$ cat config.mk
export PLATFORM = sky130hd
export DESIGN_NAME = macs_isqrt
export DESIGN_NICKNAME = d
export VERILOG_FILES = /design/src/design/macs_pkg.sv /design/src/design/macs_isqrt.sv
export SDC_FILE = /design/constraint.sdc
export NUM_CORES = 2
export LEC_CHECK = 0
export CAP_MARGIN = 20
export CORE_MARGIN = 3
export CORE_UTILIZATION = 56
export CTS_BUF_LIST = sky130_fd_sc_hd__clkbuf_4 sky130_fd_sc_hd__clkbuf_8
export DETAILED_ROUTE_END_ITERATION = 8
export DONT_BUFFER_PORTS = 1
export GPL_TIMING_DRIVEN = 0
export PLACE_DENSITY = 0.71
export SLEW_MARGIN = 0
export SYNTH_ARGS = -nofsm -noshare
export SYNTH_HDL_FRONTEND = slang
export SYNTH_MEMORY_MAX_BITS = 65536
export SYNTH_SLANG_ARGS = --single-unit
$ cat constraint.sdc
create_clock -name clk -period 12.5 [get_ports clk]
set_input_delay 3.75 -clock clk [delete_from_list [all_inputs] [get_ports clk]]
set_output_delay 3.75 -clock clk [all_outputs]
set_load 0.02 [all_outputs]
$ cat src/design/macs_pkg.sv
// ----------------------------------------------------------------------------
// macs_pkg: shared types, constants and helpers
// Fixed-point formats, the arctangent table of the CORDIC units and the
// rounded Q2.30 multiply used throughout the mount axis angle solver.
// ----------------------------------------------------------------------------
package macs_pkg;

  localparam int TAB_LEN = 40;
  localparam int FXW     = 34;   // Q2.30 values with headroom for sums
  localparam int CW      = 36;   // CORDIC datapath width, covers the gain growth

  typedef logic signed [FXW-1:0] fx_t;
  typedef logic signed [CW-1:0]  cw_t;

  localparam fx_t ONE_Q30  = 34'sd1073741824;
  localparam cw_t GAIN_INV = 36'sd652032874;

  localparam logic [31:0] ATAN_TAB [TAB_LEN] = '{
    32'd536870912, 32'd316933406, 32'd167458907, 32'd85004756, 32'd42667331,
    32'd21354465,  32'd10679838,  32'd5340245,   32'd2670163,  32'd1335087,
    32'd667544,    32'd333772,    32'd166886,    32'd83443,    32'd41722,
    32'd20861,     32'd10430,     32'd5215,      32'd2608,     32'd1304,
    32'd652,       32'd326,       32'd163,       32'd81,       32'd41,
    32'd20,        32'd10,        32'd5,         32'd3,        32'd1,
    32'd1,         32'd0,         32'd0,         32'd0,        32'd0,
    32'd0,         32'd0,         32'd0,         32'd0,        32'd0
  };

  typedef struct packed {
    fx_t ax;
    fx_t ay;
    fx_t az;
    fx_t bx;
    fx_t by;
    fx_t bz;
  } vec_t;

  // Clamp a raw component to the closed unit interval.
  function automatic fx_t sat_unit(input logic [31:0] v);
    logic signed [31:0] s;
    begin
      s = v;
      if (s > 32'sd1073741824) begin
        return ONE_Q30;
      end else if (s < -32'sd1073741824) begin
        return -ONE_Q30;
      end else begin
        return fx_t'(s);
      end
    end
  endfunction

  // Q2.30 product, rounded by adding one half and flooring.
  function automatic fx_t qmul(input fx_t a, input fx_t b);
    logic signed [2*FXW-1:0] p;
    begin
      p = a * b;
      p = p + (2*FXW)'(64'sd536870912);
      return p[FXW+29:30];
    end
  endfunction

endpackage

$ cat src/design/macs_isqrt.sv
// ----------------------------------------------------------------------------
// macs_isqrt: pipelined integer square root
// Floor square root of a 64-bit value, one result bit per stage, 32 stages.
// ----------------------------------------------------------------------------
module macs_isqrt (
  input  logic        clk,
  input  logic        en,
  input  logic [63:0] n_in,
  output logic [31:0] root_out
);
  import macs_pkg::*;

  localparam int SL = 32;

  logic [35:0] rem_q  [SL];
  logic [31:0] root_q [SL];
  logic [63:0] n_q    [SL];

  generate
    for (genvar k = 0; k < SL; k++) begin : g_bit
      logic [35:0] rem_p;
      logic [31:0] root_p;
      logic [63:0] n_p;
      logic [35:0] rem_c;
      logic [35:0] trial;
      if (k == 0) begin : g_first
        assign rem_p  = '0;
        assign root_p = '0;
        assign n_p    = n_in;
      end else begin : g_next
        assign rem_p  = rem_q[k-1];
        assign root_p = root_q[k-1];
        assign n_p    = n_q[k-1];
      end
      assign rem_c = {rem_p[33:0], n_p[63:62]};
      assign trial = {2'b00, root_p, 2'b01};
      always_ff @(posedge clk) begin
        if (en) begin
          n_q[k] <= {n_p[61:0], 2'b00};
          if (rem_c >= trial) begin
            rem_q[k]  <= rem_c - trial;
            root_q[k] <= {root_p[30:0], 1'b1};
          end else begin
            rem_q[k]  <= rem_c;
            root_q[k] <= {root_p[30:0], 1'b0};
          end
        end
      end
    end
  endgenerate

  assign root_out = root_q[SL-1];

endmodule

Yosys cells after proc, flatten, opt, wreduce, memory -nomap -nowiden:

Memory sizes are Yosys's and may differ from the RTL's.
Index checks and enable logic that the tools add are counted.

* add/sub/neg operators: 32
* $mul: 0
* div/mod/pow operators: 0
* $lt $le $gt $ge: 32
* equality and inequality tests: 0
* shifts and indexed selects: 0
* mux-type cells: 258
* bitwise gates (word level): 64
* reduce and logical (&&, ||, !) cells: 0

Operator list (count)
* $mux 36: 32
* $ge 36x34->1: 31
* $sub 36x34->36: 31
* $mux 32: 32
* $mux 1: 194
* $or 1x1->1: 64
* $sub 2x1->3 const B: 1
* $ge 2x1->1 const B: 1

* flip-flop bits (word level): 0
* latch bits: 0
* bits in writable memories: 4160
* ROM bits: 0
* bits of input ports: 66
* output and inout port bits: 32
* memories kept: 3

Memory list
* n_q: words 32, width 62, rd ports 31, clocked after memory_dff 0, wr ports 32, RTL line macs_isqrt.sv:17 `logic [63:0] n_q [SL];`
* rem_q: words 32, width 36, rd ports 31, clocked after memory_dff 0, wr ports 32, RTL line macs_isqrt.sv:15 `logic [35:0] rem_q [SL];`
* root_q: words 32, width 32, rd ports 32, clocked after memory_dff 0, wr ports 32, RTL line macs_isqrt.sv:16 `logic [31:0] root_q [SL];`

Depth between registers and ports, before layout:

An unclocked memory read counts as a cell.

* depth in word-level cells: 6
* gate-level depth with buffers: 15
* depth with buffers taken out: 12

Worst setup path after synthesis:

No wires, ideal clock.

* path type: input port to flip-flop
* start point: input en
* end point: memory rem_q[30][0], in the netlist rem_q[1][504] (enable)
* library setup time: 0.446 ns
* arrival time: 6.560 ns
* data required time: 12.054 ns
* setup slack: 5.494 ns
* stages: 5
* buffers on the path: 5
* cell sequence: clkbuf_1 > clkbuf_1 > clkbuf_1 > clkbuf_1 > clkbuf_1

RTL lines
* from (decl): RTL line macs_isqrt.sv:7 `input logic en,`
* to (decl): RTL line macs_isqrt.sv:15

==> summary.txt <==
Timing
  • Fin crit share: 0.755
  • F_max: 0.106 GHz
  • Endpoints failing hold: 0
  • Final hold slack: 0.355 ns
  • RSZ-0062 raised after global routing: false
  • Max-slew violation count: 0
  • Slew margin rel.: 0.244
  • Post-route setup slack: 3.06 ns
  • Setup_tns: 0 ns
  • Final setup fails: 0
  • Skew final: 0.0728 ns
  • Post-layout min period: 9.44 ns
  • Least-Margin Pin Slew: 1.13 ns

Synth
  • Number of synthesized flops with an enable pin: 2522
  • Area of the mapped netlist: 118000 um^2
  • #FFs+latches synth: 2523
  • Synthesized area per cell: 12.9 um^2
  • Synth unique cells: 91
  • Post-Syn Instances: 9150
  • Async set-reset flop share out of synthesis: 0
  • Register area share after synthesis: 0.643
  • Syn_nets: 9779
  • Post-synth top flop: edfxtp_1
  • Yosys warning total: 0

Hold path
  • Tightest Hold Check Type: flop to flop
  • WHS Endpoint: n_q[0][264]$_DFFE_PP_
  • Hold Path Origin: n_q[0][200]$_DFFE_PP_
  • Hold path cells: 0

Die
  • Die W: 465 um
  • Initial Util: 0.566
  • Core area: 208000 um^2
  • Die height: 465 um
  • # IOs: 98
  • Row count: 167
  • Die area: 216000 um^2

Run
  • Max-cap violation count: 0

Worst setup path
  • Worst endpoint required time: 13.28 ns
  • CP startpoint kind: input port
  • Worst-path maximum fanout: 205
  • Setup slack, reg-to-reg: 7.51 ns
  • R2R depth: 13
  • Crit end category: flop
  • Worst r2r src: root_q[1][320]$_DFFE_PP_
  • Worst R2R End: rem_q[1][397]$_DFFE_PP_
  • Critical Path AT: 10.22 ns
  • Critical setup path kind: input port to flop

GRT
  • First-pass GRT wire length: 385000 um
  • GRT Residual Overflow: 0
  • Vias in the first global route: 71093
  • Initial antenna violation count: 4
  • Largest net degree at the start of global routing: 230
  • Total Routing Usage GR: 0.224

Routing
  • Via density: 5.67
  • Vias: 72101
  • Avg WL per Cell: 19.2 um
  • DRT Pass-1 Iters: 6
  • DRT iter0 DRCs: 5780
  • Antenna Nets Post-Route: 0
  • Post-Route WL: 244000 um
  • Drc violations: 0

Clocking
  • H-Tree Depth: 5
  • CTS buffer count: 421
  • CTS root buffer: clkbuf_8
  • CTS-repair resized insts: 0
  • Clock transition at path regs: 0.06 ns
  • CTS Sinks: 2523
  • CTS Hold Buffers Added: 0
  • CTS max path bufs: 4
  • Clk Latency, worst-skew pair: 1.09 ns
  • CTS tree: built
  • Post-CTS Setup Repair Bufs: 0

Layout
  • Share of post-route cells with drive strength above 1: 0.0878
  • Layout Nets: 10236
  • Utilization after layout: 0.624
  • Area Overhead vs Synth: 10.4%

Outcome
  • Status: finished, final reports clean

Place
  • Port-buffer cells: 0
  • Gpl congestion: 0.944
  • HPWL after DPL: 177000 um
  • Post-Place Worst Slack: 1.89 ns

Power
  • Total power: 23.5 mW
  • Leak Pwr: 49.6 nW
  • Worst vdd ir: 0.000145 V
  • PD cells: 181 nW/um^2
[registers in the layout, summed over array words and instances (netlist names)]
| signal | count |
|---|---|
| n_q | 992 |
| rem_q | 1003 |
| root_q | 528 |
[worst max-delay path by stage]
stage / endpoint / start / depth (start not counted) / slack [ns]
final: rem_q[0][38]$_DFFE_PP_ / en / 12 / 3.06
after global routing: rem_q[0][38]$_DFFE_PP_ / en / 12 / 2.87
after CTS: rem_q[0][146]$_DFFE_PP_ / en / 13 / 3.08
after detailed placement: rem_q[0][146]$_DFFE_PP_ / en / 13 / 1.89
after global placement: rem_q[1][504]$_DFFE_PP_ / en / 5 / 1.05
after floorplan: rem_q[1][504]$_DFFE_PP_ / en / 5 / 5.49
[cell families (layout without fill, tap and decap cells)]
| group | count (synthesis) | count (layout) | synth area share |
|---|---|---|---|
| simple gates | 2408 | 2408 | 0.103 |
| other cells | 0 | 3 | 0 |
| buf+inv | 923 | 1691 | 0.0298 |
| fa+ha+maj | 563 | 563 | 0.0598 |
| flops | 2523 | 2523 | 0.643 |
| compound gates | 1818 | 1818 | 0.0950 |
| mux | 64 | 64 | 0.00599 |
| xor+xnor | 851 | 851 | 0.0633 |
[cells in the final DEF (no fill, tap or decap), drive strengths merged, types with 167 or more instances in the layout]
cell type,n
edfxtp,2522
inv,735
clkbuf,712
nand2,687
o21ai,589
ha,563
a21oi,482
nor2,455
xor2,435
xnor2,416
a21o,254
nor3,236
clkinv,167
[synthesized netlist by cell type (90+ instances only)]
library cell	instances	area share
a21oi_1	482	0.020
inv_1	729	0.023
or3_1	104	0.0055
nand3_1	159	0.0068
o21ai_0	582	0.025
a21o_1	254	0.016
nand2b_1	121	0.0064
nor2_1	455	0.015
xnor2_1	416	0.031
nand4_1	90	0.0048
ha_1	563	0.060
edfxtp_1	2522	0.64
clkbuf_1	172	0.0055
nor4_1	118	0.0063
xor2_1	435	0.032
nor3_1	236	0.010
nand2_1	687	0.022
[per-stage QoR]
step                cells  area [um^2]
CTS                 12705       130000
detailed placement  11971       122000
global route        12707       130000
global placement    11938       121000
floorplan            9150       118000
finish              12709       130000
[cell type report]
cell class	count	area, um^2
antenna	3	7.51
buffer	194	816
clock buffer	539	6710
clock inverter	195	1310
fill	15890	78200
inverter	729	2740
multi-input combinational	5704	38500
sequential	2523	75800
tap	2788	3490
timing repair buffer	34	641
[report_power, final]
group	switching (mW)	leakage (nW)	internal, mW
Combinational	2.91	21.0	2.09
Sequential	0.722	24.3	10.8
Clock	3.17	4.26	3.83
[per-layer routing]
metal  vias to the layer above  wire length, um  GRT usage
met1                     34728           106000      0.303
met2                      1996           117000      0.371
met5                         -               13          0
li1                      34788                -          -
met4                         2             7980     0.0794
met3                       587            12400     0.0334
[critical path, cell delays in order]
cell      delay [ns]
buf_16          0.55
buf_16          0.66
clkbuf_1        0.90
clkbuf_2        0.75
clkbuf_1        0.31
buf_16          0.19
clkbuf_1        0.62
clkbuf_1        0.89
nand3_1         0.52
clkbuf_1        0.35
nor2_1          0.15
a21oi_1         0.05
Power figures use the tool's default switching activity.
